--- config.mk ---
export PLATFORM = sky130hd
export DESIGN_NAME = stepper_step_dir_pulse_generator_top
export DESIGN_NICKNAME = d
export VERILOG_FILES = /design/src/design/sdp_pkg.sv /design/src/design/sdp_cfg.sv /design/src/design/sdp_core.sv /design/src/design/sdp_outq.sv /design/src/design/stepper_step_dir_pulse_generator_top.sv
export SDC_FILE = /design/constraint.sdc
export NUM_CORES = 1
export LEC_CHECK = 0
export ABC_AREA = 0
export BUFFER_PORTS_ARGS = -buffer_cell sky130_fd_sc_hd__buf_4
export CAP_MARGIN = 20
export CORE_UTILIZATION = 40
export DETAILED_ROUTE_END_ITERATION = 8
export SETUP_SLACK_MARGIN = 0.2
export SYNTH_ARGS = -nofsm -noshare
export SYNTH_HDL_FRONTEND = slang
export SYNTH_HIERARCHICAL = 1
export SYNTH_SLANG_ARGS = --single-unit
--- constraint.sdc ---
create_clock -name i_clk -period 14.21 [get_ports i_clk]
set_input_delay 1.421 -clock i_clk [delete_from_list [all_inputs] [get_ports i_clk]]
set_output_delay 1.421 -clock i_clk [all_outputs]
set_load 0.03 [all_outputs]
--- src/design/sdp_pkg.sv ---
// ----------------------------------------------------------------------------
// Step/direction pulse generator package
// Shared widths, codes, configuration and result types.
// ----------------------------------------------------------------------------
package sdp_pkg;

    localparam int STEP_BITS  = 20;
    localparam int POS_BITS   = 32;
    localparam int DLY_BITS   = 10;
    localparam int REQ_BITS   = 16;
    localparam int CNT_BITS   = 20;
    localparam int FUNC_BITS  = 2;
    localparam int EV_BITS    = 3;
    localparam int CIDX_BITS  = 2;
    localparam int IN_BYTES   = 5;
    localparam int OUT_BYTES  = 6;
    localparam int Q_DEPTH    = 4;
    localparam int Q_PTR_BITS = $clog2(Q_DEPTH);

    localparam logic [FUNC_BITS-1:0] FUNC_TICK  = 2'd0;
    localparam logic [FUNC_BITS-1:0] FUNC_START = 2'd1;
    localparam logic [FUNC_BITS-1:0] FUNC_STOP  = 2'd2;

    localparam logic [EV_BITS-1:0] EV_PIN    = 3'd0;
    localparam logic [EV_BITS-1:0] EV_ACK    = 3'd1;
    localparam logic [EV_BITS-1:0] EV_BAD    = 3'd2;
    localparam logic [EV_BITS-1:0] EV_CANCEL = 3'd3;
    localparam logic [EV_BITS-1:0] EV_DONE   = 3'd4;
    localparam logic [EV_BITS-1:0] EV_STOP   = 3'd5;

    localparam logic [CIDX_BITS-1:0] CFG_DIR_SETUP = 2'd0;
    localparam logic [CIDX_BITS-1:0] CFG_MIN_HALF  = 2'd1;
    localparam logic [CIDX_BITS-1:0] CFG_MAX_HALF  = 2'd2;

    localparam logic [DLY_BITS-1:0] RST_DIR_SETUP = 10'd100;
    localparam logic [DLY_BITS-1:0] RST_MIN_HALF  = 10'd200;
    localparam logic [DLY_BITS-1:0] RST_MAX_HALF  = 10'd1000;
    localparam logic [DLY_BITS-1:0] RST_HALF      = 10'd200;

    typedef enum logic [1:0] {
        PH_SETUP = 2'd0,
        PH_HIGH  = 2'd1,
        PH_LOW   = 2'd2
    } t_phase;

    typedef struct packed {
        logic [DLY_BITS-1:0] dir_setup;
        logic [DLY_BITS-1:0] min_half;
        logic [DLY_BITS-1:0] max_half;
    } t_cfg;

    typedef struct packed {
        logic [EV_BITS-1:0]  event_res;
        logic                step_level;
        logic                dir_level;
        logic [31:0]         position;
        logic                moving;
        logic                was_moving;
        logic [DLY_BITS-1:0] applied_delay;
        logic                last;
    } t_result;

endpackage

--- src/design/sdp_cfg.sv ---
// ----------------------------------------------------------------------------
// Configuration registers
// Holds the direction setup time and the half-step delay clamp limits.
// ----------------------------------------------------------------------------
module sdp_cfg (
    input  logic                          i_clk,
    input  logic                          i_rst_n,
    input  logic                          i_cfg_valid,
    output logic                          o_cfg_ready,
    input  logic [sdp_pkg::CIDX_BITS-1:0] i_cfg_index,
    input  logic [sdp_pkg::DLY_BITS-1:0]  i_cfg_data,
    output sdp_pkg::t_cfg                 o_cfg
);
    import sdp_pkg::*;

    t_cfg r_cfg;

    assign o_cfg_ready = 1'b1;
    assign o_cfg       = r_cfg;

    always_ff @(posedge i_clk) begin
        if (!i_rst_n) begin
            r_cfg.dir_setup <= RST_DIR_SETUP;
            r_cfg.min_half  <= RST_MIN_HALF;
            r_cfg.max_half  <= RST_MAX_HALF;
        end else if (i_cfg_valid) begin
            case (i_cfg_index)
                CFG_DIR_SETUP: r_cfg.dir_setup <= i_cfg_data;
                CFG_MIN_HALF:  r_cfg.min_half  <= i_cfg_data;
                CFG_MAX_HALF:  r_cfg.max_half  <= i_cfg_data;
                default: ;
            endcase
        end
    end

endmodule

--- src/design/sdp_core.sv ---
// ----------------------------------------------------------------------------
// Axis core
// Input word register, axis state and the single-pass update that turns one
// word into up to two result words.
// ----------------------------------------------------------------------------
module sdp_core (
    input  logic                          i_clk,
    input  logic                          i_rst_n,
    input  sdp_pkg::t_cfg                 i_cfg,
    input  logic                          i_valid,
    output logic                          o_ready,
    input  logic [sdp_pkg::FUNC_BITS-1:0] i_func,
    input  logic [sdp_pkg::CNT_BITS-1:0]  i_step_count,
    input  logic                          i_turn_cw,
    input  logic [sdp_pkg::REQ_BITS-1:0]  i_half_delay_req,
    input  logic                          i_space,
    output logic [1:0]                    o_push,
    output sdp_pkg::t_result              o_res0,
    output sdp_pkg::t_result              o_res1
);
    import sdp_pkg::*;

    logic                 r_in_valid;
    logic [FUNC_BITS-1:0] r_func;
    logic [STEP_BITS-1:0] r_cnt;
    logic                 r_cw;
    logic [REQ_BITS-1:0]  r_req;

    t_phase               r_phase,  n_phase;
    logic                 r_busy,   n_busy;
    logic [STEP_BITS-1:0] r_steps,  n_steps;
    logic                 r_dir_cw, n_dir_cw;
    logic [DLY_BITS-1:0]  r_half,   n_half;
    logic [DLY_BITS-1:0]  r_el,     n_el;
    logic                 r_first,  n_first;
    logic [POS_BITS-1:0]  r_pos,    n_pos;
    logic                 r_step,   n_step;
    logic                 r_dir,    n_dir;

    logic                 fire;
    logic                 done;
    logic [DLY_BITS-1:0]  el_inc;
    logic [DLY_BITS-1:0]  wait_ticks;
    logic [DLY_BITS-1:0]  clamped;
    logic [STEP_BITS-1:0] steps_dec;
    logic [31:0]          pos_ext;

    assign fire    = r_in_valid && i_space;
    assign o_ready = !r_in_valid || fire;

    always_ff @(posedge i_clk) begin
        if (!i_rst_n) begin
            r_in_valid <= 1'b0;
        end else if (o_ready) begin
            r_in_valid <= i_valid;
        end
    end

    always_ff @(posedge i_clk) begin
        if (o_ready && i_valid) begin
            r_func <= i_func;
            r_cnt  <= i_step_count[STEP_BITS-1:0];
            r_cw   <= i_turn_cw;
            r_req  <= i_half_delay_req;
        end
    end

    always_comb begin
        if (r_req < REQ_BITS'(i_cfg.min_half)) begin
            clamped = i_cfg.min_half;
        end else if (r_req > REQ_BITS'(i_cfg.max_half)) begin
            clamped = i_cfg.max_half;
        end else begin
            clamped = r_req[DLY_BITS-1:0];
        end
    end

    assign el_inc     = (r_el != '1) ? r_el + DLY_BITS'(1) : r_el;
    assign wait_ticks = r_first ? i_cfg.dir_setup : r_half;
    assign steps_dec  = r_steps - STEP_BITS'(1);

    // Next state of the axis.
    always_comb begin
        n_phase  = r_phase;
        n_busy   = r_busy;
        n_steps  = r_steps;
        n_dir_cw = r_dir_cw;
        n_half   = r_half;
        n_el     = r_el;
        n_first  = r_first;
        n_pos    = r_pos;
        n_step   = r_step;
        n_dir    = r_dir;
        done     = 1'b0;
        case (r_func)
            FUNC_TICK: begin
                if (r_busy) begin
                    case (r_phase)
                        PH_HIGH: begin
                            if (el_inc >= wait_ticks) begin
                                n_step  = 1'b1;
                                n_el    = '0;
                                n_phase = PH_LOW;
                            end else begin
                                n_el = el_inc;
                            end
                        end
                        PH_LOW: begin
                            if (el_inc >= r_half) begin
                                n_step  = 1'b0;
                                n_pos   = r_dir_cw ? r_pos + POS_BITS'(1)
                                                   : r_pos - POS_BITS'(1);
                                n_steps = steps_dec;
                                n_el    = '0;
                                if (steps_dec == '0) begin
                                    n_busy = 1'b0;
                                    done   = 1'b1;
                                end else begin
                                    n_first = 1'b0;
                                    n_phase = PH_HIGH;
                                end
                            end else begin
                                n_el = el_inc;
                            end
                        end
                        default: begin
                            n_dir   = r_dir_cw;
                            n_el    = '0;
                            n_phase = PH_HIGH;
                        end
                    endcase
                end
            end
            FUNC_START: begin
                if (r_cnt != '0) begin
                    n_steps  = r_cnt;
                    n_dir_cw = r_cw;
                    n_half   = clamped;
                    n_phase  = PH_SETUP;
                    n_first  = 1'b1;
                    n_el     = '0;
                    n_busy   = 1'b1;
                end
            end
            FUNC_STOP: begin
                n_busy = 1'b0;
            end
            default: ;
        endcase
    end

    assign pos_ext = 32'(signed'(n_pos));

    // Result words for the current input word.
    always_comb begin
        o_res0               = '0;
        o_res0.step_level    = n_step;
        o_res0.dir_level     = n_dir;
        o_res0.position      = pos_ext;
        o_res0.moving        = n_busy;
        o_res0.last          = 1'b1;
        o_res1               = o_res0;
        o_res1.event_res     = EV_ACK;
        o_res1.applied_delay = clamped;
        o_push               = 2'd0;
        case (r_func)
            FUNC_TICK: begin
                o_res0.event_res = done ? EV_DONE : EV_PIN;
                o_push           = 2'd1;
            end
            FUNC_START: begin
                if (r_cnt == '0) begin
                    o_res0.event_res = EV_BAD;
                    o_push           = 2'd1;
                end else if (r_busy) begin
                    o_res0.event_res = EV_CANCEL;
                    o_res0.last      = 1'b0;
                    o_push           = 2'd2;
                end else begin
                    o_res0 = o_res1;
                    o_push = 2'd1;
                end
            end
            FUNC_STOP: begin
                o_res0.event_res  = EV_STOP;
                o_res0.was_moving = r_busy;
                o_push            = 2'd1;
            end
            default: ;
        endcase
        if (!fire) begin
            o_push = 2'd0;
        end
    end

    always_ff @(posedge i_clk) begin
        if (!i_rst_n) begin
            r_phase  <= PH_SETUP;
            r_busy   <= 1'b0;
            r_steps  <= '0;
            r_dir_cw <= 1'b1;
            r_half   <= RST_HALF;
            r_el     <= '0;
            r_first  <= 1'b1;
            r_pos    <= '0;
            r_step   <= 1'b0;
            r_dir    <= 1'b0;
        end else if (fire) begin
            r_phase  <= n_phase;
            r_busy   <= n_busy;
            r_steps  <= n_steps;
            r_dir_cw <= n_dir_cw;
            r_half   <= n_half;
            r_el     <= n_el;
            r_first  <= n_first;
            r_pos    <= n_pos;
            r_step   <= n_step;
            r_dir    <= n_dir;
        end
    end

`ifndef SYNTHESIS
    a_step_rise: assert property (@(posedge i_clk) disable iff (!i_rst_n)
        $rose(r_step) |-> $past(r_phase) == PH_HIGH)
        else $error("step output rose outside the high wait");

    a_busy_steps: assert property (@(posedge i_clk) disable iff (!i_rst_n)
        $rose(r_busy) |-> r_steps != '0)
        else $error("move started with zero steps");

    a_push_fire: assert property (@(posedge i_clk) disable iff (!i_rst_n)
        o_push != 2'd0 |-> fire)
        else $error("result pushed without a word being processed");
`endif

endmodule

--- src/design/sdp_outq.sv ---
// ----------------------------------------------------------------------------
// Result queue
// Four-word queue that takes one or two result words per cycle and hands
// them to the output stream in order.
// ----------------------------------------------------------------------------
module sdp_outq (
    input  logic             i_clk,
    input  logic             i_rst_n,
    input  logic [1:0]       i_push,
    input  sdp_pkg::t_result i_res0,
    input  sdp_pkg::t_result i_res1,
    output logic             o_space,
    output logic             o_valid,
    input  logic             i_ready,
    output sdp_pkg::t_result o_res
);
    import sdp_pkg::*;

    t_result               r_mem [Q_DEPTH];
    logic [Q_PTR_BITS-1:0] r_wr, r_rd;
    logic [Q_PTR_BITS:0]   r_count;
    logic                  pop;
    logic [Q_PTR_BITS-1:0] wr_next;

    assign o_valid = (r_count != '0);
    assign o_space = (r_count <= (Q_PTR_BITS+1)'(Q_DEPTH - 2));
    assign pop     = o_valid && i_ready;
    assign o_res   = r_mem[r_rd];
    assign wr_next = r_wr + Q_PTR_BITS'(1);

    always_ff @(posedge i_clk) begin
        if (i_push != 2'd0) begin
            r_mem[r_wr] <= i_res0;
        end
        if (i_push == 2'd2) begin
            r_mem[wr_next] <= i_res1;
        end
    end

    always_ff @(posedge i_clk) begin
        if (!i_rst_n) begin
            r_wr    <= '0;
            r_rd    <= '0;
            r_count <= '0;
        end else begin
            r_wr    <= r_wr + Q_PTR_BITS'(i_push);
            r_rd    <= r_rd + Q_PTR_BITS'(pop);
            r_count <= r_count + (Q_PTR_BITS+1)'(i_push) - (Q_PTR_BITS+1)'(pop);
        end
    end

`ifndef SYNTHESIS
    a_no_overflow: assert property (@(posedge i_clk) disable iff (!i_rst_n)
        r_count <= (Q_PTR_BITS+1)'(Q_DEPTH))
        else $error("result queue overflow");

    a_push_room: assert property (@(posedge i_clk) disable iff (!i_rst_n)
        i_push != 2'd0 |-> o_space)
        else $error("result pushed without room");

    a_count_step: assert property (@(posedge i_clk) disable iff (!i_rst_n)
        (i_push == 2'd0 && !pop) |=> $stable(r_count))
        else $error("queue count changed without push or pop");
`endif

endmodule

--- src/design/stepper_step_dir_pulse_generator_top.sv ---
// ----------------------------------------------------------------------------
// Stepper step/direction pulse generator, top level
// One-axis generator driven by one-microsecond tick words, start and stop
// commands; reports pin levels, position and move events as result words.
// ----------------------------------------------------------------------------
// The block takes one input word per clock cycle while the result queue has
// room, and gives one result word for each tick, stop or start, two for a
// start that cancels a running move, and none for an unused function code. A
// result word passes through the input register, whose state update writes
// the four-word result queue, and then through the queue before it can be
// taken at the output. The queue sets the sustained rate: the input side
// stalls whenever the queue holds three or more words, which takes an output
// stall or a second cancelling start before the queue has drained.
module stepper_step_dir_pulse_generator_top (
    input  logic                          i_clk,
    input  logic                          i_rst_n,
    input  logic                          i_s_tvalid,
    output logic                          o_s_tready,
    // step_count [19:0], turn_cw [20], half_delay_req [36:21], zero fill
    input  logic [8*sdp_pkg::IN_BYTES-1:0]  i_s_tdata,
    // func [1:0]
    input  logic [sdp_pkg::FUNC_BITS-1:0] i_s_tuser,
    output logic                          o_m_tvalid,
    input  logic                          i_m_tready,
    // step_level [0], dir_level [1], position [33:2], moving [34],
    // was_moving [35], applied_delay [45:36], zero fill
    output logic [8*sdp_pkg::OUT_BYTES-1:0] o_m_tdata,
    // event_res [2:0]
    output logic [sdp_pkg::EV_BITS-1:0]   o_m_tuser,
    output logic                          o_m_tlast,
    input  logic                          i_cfg_valid,
    output logic                          o_cfg_ready,
    input  logic [sdp_pkg::CIDX_BITS-1:0] i_cfg_index,
    input  logic [sdp_pkg::DLY_BITS-1:0]  i_cfg_data
);
    import sdp_pkg::*;

    t_cfg    cfg;
    t_result res0, res1, res_out;
    logic    space;
    logic [1:0] push;

    sdp_cfg u_cfg (
        .i_clk       (i_clk),
        .i_rst_n     (i_rst_n),
        .i_cfg_valid (i_cfg_valid),
        .o_cfg_ready (o_cfg_ready),
        .i_cfg_index (i_cfg_index),
        .i_cfg_data  (i_cfg_data),
        .o_cfg       (cfg)
    );

    sdp_core u_core (
        .i_clk            (i_clk),
        .i_rst_n          (i_rst_n),
        .i_cfg            (cfg),
        .i_valid          (i_s_tvalid),
        .o_ready          (o_s_tready),
        .i_func           (i_s_tuser),
        .i_step_count     (i_s_tdata[CNT_BITS-1:0]),
        .i_turn_cw        (i_s_tdata[CNT_BITS]),
        .i_half_delay_req (i_s_tdata[CNT_BITS+REQ_BITS:CNT_BITS+1]),
        .i_space          (space),
        .o_push           (push),
        .o_res0           (res0),
        .o_res1           (res1)
    );

    sdp_outq u_outq (
        .i_clk   (i_clk),
        .i_rst_n (i_rst_n),
        .i_push  (push),
        .i_res0  (res0),
        .i_res1  (res1),
        .o_space (space),
        .o_valid (o_m_tvalid),
        .i_ready (i_m_tready),
        .o_res   (res_out)
    );

    assign o_m_tuser = res_out.event_res;
    assign o_m_tlast = res_out.last;
    assign o_m_tdata = {2'b00, res_out.applied_delay, res_out.was_moving,
                        res_out.moving, res_out.position, res_out.dir_level,
                        res_out.step_level};

endmodule

==> impl_metrics.py, run 1 <==
metrics = {
    "clocking": {
        "cts_tree": "built",
        "clk_latency_ns": 0.56,
        "cts.clk_slew.worst_paths_ns": 0.06,
        "cts_setup_buffers": 0,
        "clock-sinks": 356,
        "numCtsBuffers": 42,
        "ctsHoldBuffers": 0,
        "cts_root_buf": "clkbuf_16",
        "htreeDepth": 2,
        "clockBufferDepth": 3,
        "cts_resized": 0,
    },
    "die": {
        "dieWidth_um": 231,
        "start_util": 0.407,
        "ios": 114,
        "rows": 83,
        "die_y_um": 231,
        "die_area_mm2": 0.0533,
        "core_area_mm2": 0.0515,
    },
    "synthesis": {
        "yosys_register_bits": 356,
        "synth_top_area_frac": 0.342,
        "async_flop_share": 0,
        "synth-xor-area-share": 0.0159,
        "muxShareOfSynthArea": 0.199,
        "synth_top_cells_by_count": "edfxtp_1, mux2_2, nand2_1, dfxtp_1, nor2_1",
        "yosysWarnings": 6,
        "synth_area_leader_cell": "edfxtp_1",
        "synth_cell_types": 91,
        "syn_avg_cell_area_um2": 11.6,
        "synth_compound_area_frac": 0.114,
        "synth_edf_count": 239,
        "yosys.area_share.simple": 0.112,
        "seq_area_frac_synth": 0.454,
        "syn-instance-count": 1809,
        "synth_most_common_cell": "edfxtp_1",
        "ys.flop_type": "edfxtp_1",
        "synth_area_leaders": "edfxtp_1, dfxtp_1, mux2_2, mux4_2, ha_1",
        "synth_top_family_by_area": "multiplexers",
        "syn-cell-area_mm2": 0.0210,
        "synthAdderAreaFrac": 0.0479,
    },
    "sta": {
        "maxSlewHeadroom": 0.243,
        "fmax_ghz": 0.209,
        "holdWs_ns": 0.460,
        "period_share": 0.337,
        "setup_viol": 0,
        "setup_tns_ns": 0,
        "finalHoldViolations": 0,
        "fin_crit_ns": 4.79,
        "worst_pin_slew_ns": 1.11,
        "fin_ws_ns": 9.42,
        "finClkSkew_ns": 0.0193,
        "grt_setup_unrepaired": "false",
        "drv_slew": 0,
    },
    "detailed_routing": {
        "wl_met2_um": 24000,
        "wl_per_cell_um": 19.8,
        "num_vias": 14200,
        "drt_iter0_drc": 1008,
        "wl_met1_um": 23100,
        "wl_met3_um": 2150,
        "final_antenna_net_count": 0,
        "post-route-drc-count": 0,
        "drtPass1Iterations": 5,
        "viasPerCell": 5.61,
        "drt-total-wl_um": 50300,
        "top_layer": "met4",
    },
    "layout": {
        "design_area_mm2": 0.0233,
        "antenna_cells": 0,
        "area_delta_synth_final_pct": 11.1,
        "drive_above_1_share": 0.263,
        "nets": 1962,
        "fin_util": 0.452,
    },
    "critical_path": {
        "crit_required_ns": 14.51,
        "end_kind": "flop",
        "rr_startpoint": "u_core/r_el[3]",
        "rr_worst_depth": 15,
        "rrSetupSlack_ns": 9.42,
        "arrival_ns": 5.09,
        "worstSetupPathType": "reg2reg",
        "r2r_end": "u_outq/r_mem[2][44]",
        "crit_fanout": 20,
        "cp-start-kind": "flop",
    },
    "outcome": {
        "status": "completed",
    },
    "placement": {
        "dp_hpwl_um": 32300,
        "place_area_mm2": 0.0219,
        "gp_congestion": 0.839,
        "port_buffers": 107,
        "dp_slack_ns": 9.44,
    },
    "min_path": {
        "whs_endpoint": "u_cfg/o_cfg[20]",
        "worstHoldStart": "u_cfg/o_cfg[20]",
        "hold_depth": 2,
        "hp-class": "reg2reg",
    },
    "global_route": {
        "grt_pass1_vias": 13900,
        "antenna_found_initial": 0,
        "grt_usage": 0.189,
        "grt_max_degree": 87,
        "gr-total-overflow": 0,
        "grt_pass1_wl_um": 78700,
    },
    "power_and_ir_drop": {
        "irDropWorstVdd_uv": 80.7,
        "p_leak_nw": 9.04,
        "cellPowerDensity_mw_per_mm2": 127,
    },
    "job": {
        "drv_cap": 0,
    },
}
-- worst max-delay path by stage --
| stage | cells after the start | end | startpoint | slack (ns) |
|---|---|---|---|---|
| 3_5_place_dp | 15 | u_outq/r_mem[1][44] | u_core/r_el[3] | 9.44 |
| 5_1_grt | 15 | u_outq/r_mem[0][44] | u_core/r_el[3] | 8.89 |
| 2_1_floorplan | 9 | u_outq/r_mem[2][0] | u_outq/r_count[0] | 9.03 |
| 6_report | 15 | u_outq/r_mem[2][44] | u_core/r_el[3] | 9.42 |
| 4_1_cts | 15 | u_outq/r_mem[2][44] | u_core/r_el[3] | 9.39 |
| 3_3_place_gp | 15 | u_outq/r_mem[0][44] | u_core/r_el[3] | 9.54 |
-- cell type report --
class                           instances  area (um^2)
Fill cell                            4747        28200
Multi-Input combinational cell       1238        10300
Sequential cell                       356         9520
Clock buffer                           60         1210
Timing Repair Buffer                  130          986
Tap cell                              680          851
Inverter                               56          210
Clock inverter                         18          184
-- routing by layer --
metal,up-vias,global-route usage
met2,323,0.311
li1,6889,-
met3,70,0.0272
met4,0,0.0567
met1,6953,0.256
met5,-,0
-- logic make-up (layout without fill, tap and decap cells) --
kind of cell               count (synthesis)  after routing
AOI/OAI and AO/OA                        349            349
xor gates and xnor gates                  35             35
adders and majority gates                 79             79
buffers and inverters                    219            264
DFF                                      356            356
muxes                                    319            319
other                                      4              8
and+or+nand+nor                          448            448
-- flip-flops by register name, summed over array words and instances, names as in the netlist --
signal / flops
u_core/r_pos: 32
u_core/r_half: 10
u_core/r_steps: 20
u_core/r_in_valid: 1
u_core/r_dir: 1
u_core/r_step: 1
u_core/r_cw: 1
u_core/r_el: 10
u_core/r_func: 2
u_outq/r_wr: 2
u_outq/r_count: 3
u_core/r_first: 1
u_core/r_phase: 2
u_core/r_req: 16
u_cfg/o_cfg: 30
u_core/r_busy: 1
u_outq/r_mem: 200
u_core/r_cnt: 20
u_outq/r_rd: 2
u_core/r_dir_cw: 1
-- power by group --
part	leakage, nW	switching (W)	total (W)	internal (W)
sequential	3.21	0.0000511	0.00122	0.00117
combinational	5.15	0.000376	0.000653	0.000278
clock	0.681	0.000426	0.00109	0.000665
-- critical path, cell delays in order, from the launching register on --
cell and delay, ns:
dfxtp_1 0.47, nand4_1 0.15, nor2_1 0.24, nand4_1 0.27, nand4_1 0.29, nor2_1 0.08
xor2_1 0.30, ha_1 0.32, a21o_1 0.16, a21oi_1 0.18, o21ai_0 0.19, nand3_1 0.24
nand2_1 0.61, nand3_1 0.26, nand4b_1 0.36, mux2_2 0.40
-- placed cells by master (no fill, tap or decap), drive strengths merged, types with 50 or more instances in the layout --
cell type and instances:
a21oi 85, buf 128, clkbuf 60, dfxtp 117
edfxtp 239, ha 77, inv 56, mux2 218
mux2i 51, mux4 50, nand2 124, nand3 62
nor2 84, o21ai 72
-- metrics by stage --
stage          power, W  std cells
2_1_floorplan   0.00171       1813
3_3_place_gp    0.00189       2457
3_5_place_dp    0.00191       2458
4_1_cts         0.00301       2536
5_1_grt         0.00310       2538
6_report        0.00297       2538
(Power assumes the default switching activity.)
==> run 2, diff against run 1 <==
--- a/config.mk
+++ b/config.mk
@@ -5,7 +5,7 @@
 export SDC_FILE = /design/constraint.sdc
 export NUM_CORES = 1
 export LEC_CHECK = 0
-export ABC_AREA = 0
+export ABC_AREA = 1
 export BUFFER_PORTS_ARGS = -buffer_cell sky130_fd_sc_hd__buf_4
 export CAP_MARGIN = 20
 export CORE_UTILIZATION = 40
==> constraint.sdc (replaced) <==
create_clock -name i_clk -period 4.7 [get_ports i_clk]
set_input_delay 0.47 -clock i_clk [delete_from_list [all_inputs] [get_ports i_clk]]
set_output_delay 0.47 -clock i_clk [all_outputs]
set_load 0.03 [all_outputs]
==> impl_metrics.py, run 2 <==
metrics = {
    "clocking": {
        "clock-sinks": 356,
        "clk_latency_ns": 0.57,
        "numCtsBuffers": 41,
        "cts_tree": "built",
        "clockBufferDepth": 3,
        "ctsHoldBuffers": 0,
        "cts.clk_slew.worst_paths_ns": 0.06,
        "cts_root_buf": "clkbuf_16",
        "htreeDepth": 2,
    },
    "power_and_ir_drop": {
        "total_power_w": 0.00970,
        "irDropWorstVdd_uv": 276,
        "seq_power_share": 0.387,
        "intPower_w": 0.00641,
        "clock_power_share": 0.329,
        "p_sw_frac": 0.339,
        "pwr-share-comb": 0.284,
        "p_leak_nw": 9.72,
        "cellPowerDensity_mw_per_mm2": 416,
        "p_sw_w": 0.00329,
    },
    "sta": {
        "holdWs_ns": 0.0770,
        "finalHoldViolations": 0,
        "setup_viol": 0,
        "fin_ws_ns": 0.632,
        "grt_setup_unrepaired": "false",
        "fin_crit_ns": 4.07,
        "maxSlewHeadroom": 0.405,
        "period_share": 0.866,
        "worst_pin_slew_ns": 0.883,
        "drv_slew": 0,
        "fmax_ghz": 0.246,
        "finClkSkew_ns": 0.0257,
        "setup_tns_ns": 0,
    },
    "global_route": {
        "gr-total-overflow": 0,
        "antenna_found_initial": 1,
        "grt_pass1_wl_um": 85900,
        "grt_pass1_vias": 15800,
        "grt_usage": 0.202,
        "grt_max_degree": 101,
    },
    "layout": {
        "largest_reg_flops": 200,
        "largest_register": "u_outq/r_mem",
        "final_cell_mix": "nand2_1, nor2_1, inv_1",
        "antenna_cells": 0,
        "fillCellCount": 5050,
        "area_delta_synth_final_pct": 10.5,
        "drive_above_1_share": 0.124,
        "fin_cells": 3358,
        "nets": 2785,
        "final_common_cell": "nand2_1",
    },
    "detailed_routing": {
        "wl_met1_um": 26300,
        "wl_met2_um": 24500,
        "top_layer": "met4",
        "num_vias": 17400,
        "viasPerCell": 5.20,
        "post-route-drc-count": 0,
        "final_antenna_net_count": 0,
        "drt_iter0_drc": 1201,
        "wl_met3_um": 2970,
        "drtPass1Iterations": 5,
        "drt-total-wl_um": 54500,
        "wl_per_cell_um": 16.2,
    },
    "outcome": {
        "status": "completed",
    },
    "die": {
        "die_y_um": 232,
        "core_area_mm2": 0.0517,
        "ios": 114,
        "start_util": 0.408,
        "die_area_mm2": 0.0537,
        "rows": 83,
        "dieWidth_um": 232,
    },
    "critical_path": {
        "path_buf_inv": 4,
        "cp_common_cell": "nand2_1",
        "end_kind": "flop",
        "crit_required_ns": 5.11,
        "arrival_ns": 4.48,
        "crit_fanout": 17,
        "cp_cell_sequence": "ha_1, nand2_1, inv_1, nand4_1, nor2_1, nand2_1, nand2_1, xor2_1, ha_1, nand2_1, nor2_1, o211ai_1, nand3_1, nand2_2, nor2_4, buf_4, clkinv_2, o21ai_1, inv_1, o21ai_2",
        "crit_family": "simple AND/OR/NAND/NOR gates",
        "critPathSlowestCell": "o21ai_1",
        "max_stage_delay_ns": 0.48,
        "worstSetupPathType": "reg2reg",
        "cp-start-kind": "flop",
    },
    "synthesis": {
        "synth_area_leader_cell": "edfxtp_1",
        "yosysWarnings": 6,
        "syn-cell-area_mm2": 0.0211,
        "ys.flop_type": "edfxtp_1",
        "synth_top_cells_by_count": "nand2_1, nor2_1, inv_1, edfxtp_1, o21ai_0",
        "async_flop_share": 0,
        "seq_area_frac_synth": 0.451,
        "synth_edf_count": 239,
        "synth_top_area_frac": 0.340,
        "synth_most_common_cell": "nand2_1",
        "syn_avg_cell_area_um2": 8.04,
        "yosys_register_bits": 356,
        "syn-instance-count": 2625,
        "synth_area_leaders": "edfxtp_1, dfxtp_1, nand2_1, nor2_1, o21ai_0",
        "synth_cell_types": 54,
    },
    "placement": {
        "port_buffers": 107,
        "gp_congestion": 0.937,
        "dp_hpwl_um": 36600,
        "dp_slack_ns": 0.158,
        "post-place-cells": 3279,
    },
    "job": {
        "drv_cap": 0,
    },
    "min_path": {
        "hp-class": "in2reg",
    },
}
[run 2: changes by cell type in the layout (fill, tap and decap cells not counted), sizes merged, moves of 22 or more]
| cell | before | now |
|---|---|---|
| mux2i | 51 | 1 |
| o21ai | 72 | 423 |
| o22ai | 3 | 50 |
| inv | 56 | 279 |
| nor2 | 84 | 333 |
| mux4 | 50 | 0 |
| a21oi | 85 | 131 |
| nor2b | 22 | 0 |
| mux2 | 218 | 0 |
| nand3 | 62 | 98 |
| nand2 | 124 | 570 |
[run 2: path summary, 6_finish.rpt]
kind	endpoint	slack (ns)	cells after the start	from
setup / recovery	u_outq/r_mem[3][24]	0.63	20	u_core/r_el[0]
hold / removal	u_core/r_req[9]	0.08	1	i_s_tdata[30]
setup reg to reg	u_outq/r_mem[3][24]	0.63	20	u_core/r_el[0]
hold reg to reg	u_cfg/o_cfg[16]	0.46	2	u_cfg/o_cfg[16]
[run 2: repair_timing]
item	in CTS	in global routing
cloned	1	0
setup buffers	0	4
pin swaps	1	1
setup endpoints to repair	12	20
gates resized for setup	1	3
[run 2: kinds of logic after synthesis]
logic type                 share of synthesized area
adders and majority gates                     0.0476
buffers and inverters                          0.106
other                                       0.000712
DFF                                            0.451
muxes                                       0.000475
xor gates and xnor gates                     0.00991
and+or+nand+nor                                0.207
AOI/OAI and AO/OA                              0.177
[run 2: final cells by class]
type                            instances  area (um^2)  area share
Clock inverter                         21          210     0.00902
Tap cell                              680          851      0.0365
Clock buffer                           53         1120      0.0481
Timing Repair Buffer                  142         1130      0.0484
Multi-Input combinational cell       1826         9420       0.404
Sequential cell                       356         9520       0.408
Inverter                              280         1050      0.0453
[run 2: metrics by stage]
stage               instance area, um^2   util
finish                            23300  0.451
global route                      23300  0.451
CTS                               23300  0.450
detailed placement                21900  0.424
global placement                  21900  0.424
floorplan                         21100      -
[run 2: routing by layer]
metal,global-route usage,up-vias
met5,0,-
met4,0.0407,0
met3,0.0279,56
met2,0.323,405
met1,0.289,8168
li1,-,8816
[run 2: power by group through the flow]
| stage | logic, W | registers, W | clock network [W] |
|---|---|---|---|
| after floorplan | 0.00201 | 0.00377 | 0 |
| after global placement | 0.00271 | 0.00382 | 0 |
| after detailed placement | 0.00276 | 0.00382 | 0 |
| after CTS | 0.00277 | 0.00376 | 0.00326 |
| after global routing | 0.00306 | 0.00378 | 0.00339 |
| final | 0.00275 | 0.00376 | 0.00319 |
==> run 3, diff against run 2 <==
--- a/config.mk
+++ b/config.mk
@@ -8,6 +8,7 @@
 export ABC_AREA = 1
 export BUFFER_PORTS_ARGS = -buffer_cell sky130_fd_sc_hd__buf_4
 export CAP_MARGIN = 20
+export CORE_ASPECT_RATIO = 0.9
 export CORE_UTILIZATION = 40
 export DETAILED_ROUTE_END_ITERATION = 8
 export SETUP_SLACK_MARGIN = 0.2
==> impl_metrics.py, run 3 (same netlist as run 2, synthesis figures left out) <==
metrics = {
    "detailed_routing": {
        "drt-total-wl_um": 54400,
        "post-route-drc-count": 0,
        "final_antenna_net_count": 0,
        "drt_iter0_drc": 1359,
        "viasPerCell": 5.18,
        "drtPass1Iterations": 6,
        "num_vias": 17400,
        "wl_per_cell_um": 16.2,
    },
    "global_route": {
        "grt_pass1_wl_um": 86300,
        "antenna_found_initial": 0,
        "grt_max_degree": 104,
        "grt_pass1_vias": 16300,
        "grt_usage": 0.202,
        "gr-total-overflow": 0,
    },
    "power_and_ir_drop": {
        "intPower_w": 0.00661,
        "irDropWorstVdd_uv": 291,
        "p_leak_nw": 9.73,
        "clock_power_share": 0.346,
        "cellPowerDensity_mw_per_mm2": 426,
        "total_power_w": 0.00996,
        "pwr-share-comb": 0.279,
        "p_sw_frac": 0.336,
        "seq_power_share": 0.375,
        "p_sw_w": 0.00335,
    },
    "die": {
        "dieWidth_um": 244,
        "core_area_mm2": 0.0519,
        "start_util": 0.407,
        "ios": 114,
        "rows": 79,
        "die_area_mm2": 0.0537,
        "die_y_um": 220,
    },
    "layout": {
        "drive_above_1_share": 0.124,
        "final_cell_mix": "nand2_1, nor2_1, inv_1",
        "design_area_mm2": 0.0234,
        "largest_register": "u_outq/r_mem",
        "final_common_cell": "nand2_1",
        "area_delta_synth_final_pct": 10.9,
        "fillCellCount": 5024,
        "nets": 2777,
        "largest_reg_flops": 200,
        "fin_util": 0.451,
        "antenna_cells": 0,
    },
    "critical_path": {
        "startpoint": "u_core/r_el[0]",
        "rr_worst_depth": 21,
        "end_kind": "flop",
        "worstSetupPathType": "reg2reg",
        "crit_fanout": 28,
        "rrSetupSlack_ns": 0.68,
        "rr_startpoint": "u_core/r_el[0]",
        "r2r_end": "u_outq/r_mem[0][30]",
        "arrival_ns": 4.32,
        "crit_required_ns": 5.00,
        "cp-start-kind": "flop",
    },
    "sta": {
        "fmax_ghz": 0.249,
        "drv_slew": 0,
        "grt_setup_unrepaired": "false",
        "finalHoldViolations": 0,
        "fin_crit_ns": 4.02,
        "maxSlewHeadroom": 0.275,
        "finClkSkew_ns": 0.0264,
        "setup_viol": 0,
        "period_share": 0.855,
        "setup_tns_ns": 0,
        "worst_pin_slew_ns": 1.09,
    },
    "min_path": {
        "whs_endpoint": "u_core/r_req[1]",
        "hold_depth": 1,
        "hp-class": "in2reg",
        "worstHoldStart": "i_s_tdata[22]",
    },
    "job": {
        "drv_cap": 0,
    },
    "clocking": {
        "clock-sinks": 356,
        "htreeDepth": 2,
        "cts_root_buf": "clkbuf_16",
        "cts_resized": 0,
        "numCtsBuffers": 41,
        "cts.clk_slew.worst_paths_ns": 0.06,
        "clk_latency_ns": 0.57,
        "clockBufferDepth": 3,
        "ctsHoldBuffers": 0,
        "cts_tree": "built",
        "cts_setup_buffers": 0,
    },
    "placement": {
        "gp_congestion": 0.923,
        "place_area_mm2": 0.0219,
        "port_buffers": 107,
        "dp_hpwl_um": 36800,
    },
    "outcome": {
        "status": "completed",
    },
}
-- run 3: metal layers --
layer | GRT usage | wire length [um] | vias up
met2 | 0.318 | 24000 | 419
met5 | 0 | 0 | -
met1 | 0.289 | 26500 | 8144
li1 | - | - | 8788
met4 | 0.0517 | 845 | 0
met3 | 0.0292 | 3030 | 59
-- run 3: how the worst max path moves through the flow --
stage / to / slack, ns / depth (start not counted)
global placement: u_outq/r_mem[2][24] / 0.48 / 19
floorplan: u_outq/r_mem[3][0] / 0.39 / 8
global route: u_outq/r_mem[0][30] / 0.22 / 21
detailed placement: u_outq/r_mem[0][24] / 0.42 / 19
CTS: u_outq/r_mem[0][24] / 0.38 / 19
finish: u_outq/r_mem[0][30] / 0.68 / 21
-- run 3: final cells by class --
class                      count  area [um^2]  area share
tap                          688          861      0.0368
sequential                   356         9520       0.407
timing repair buffer         135         1060      0.0455
clock buffer                  57         1180      0.0504
clock inverter                19          283      0.0121
multi-input combinational   1825         9430       0.403
inverter                     280         1050      0.0450
-- run 3: worst max-delay path, stage by stage (launching register included) --
cell,delay (ns)
dfxtp_1,0.39
ha_1,0.19
nand2_1,0.08
inv_1,0.08
nand4_1,0.15
nor2_1,0.20
nand2_1,0.17
nand2_1,0.14
xor2_2,0.20
ha_1,0.28
a21oi_1,0.13
nor2_1,0.05
a211oi_1,0.22
nand3_1,0.21
nand2_2,0.19
nor2_4,0.08
buf_4,0.25
or2_2,0.31
nand2_1,0.10
inv_1,0.09
inv_1,0.13
o21ai_1,0.10
-- run 3: power by group through the flow --
stage	combinational (W)	clock, W	sequential [W]
final	0.00278	0.00345	0.00373
after global routing	0.00309	0.00363	0.00376
after CTS	0.00279	0.00353	0.00373
after detailed placement	0.00278	0	0.00380
after global placement	0.00272	0	0.00379
after floorplan	0.00201	0	0.00377
-- run 3: through the flow --
stage	hold WS (ns)	instances	setup slack (ns)
finish	0.0678	3360	0.682
global route	0.0447	3360	0.224
global placement	0.443	3284	0.476
floorplan	0.429	2629	0.393
detailed placement	0.454	3284	0.423
CTS	0.0379	3360	0.378
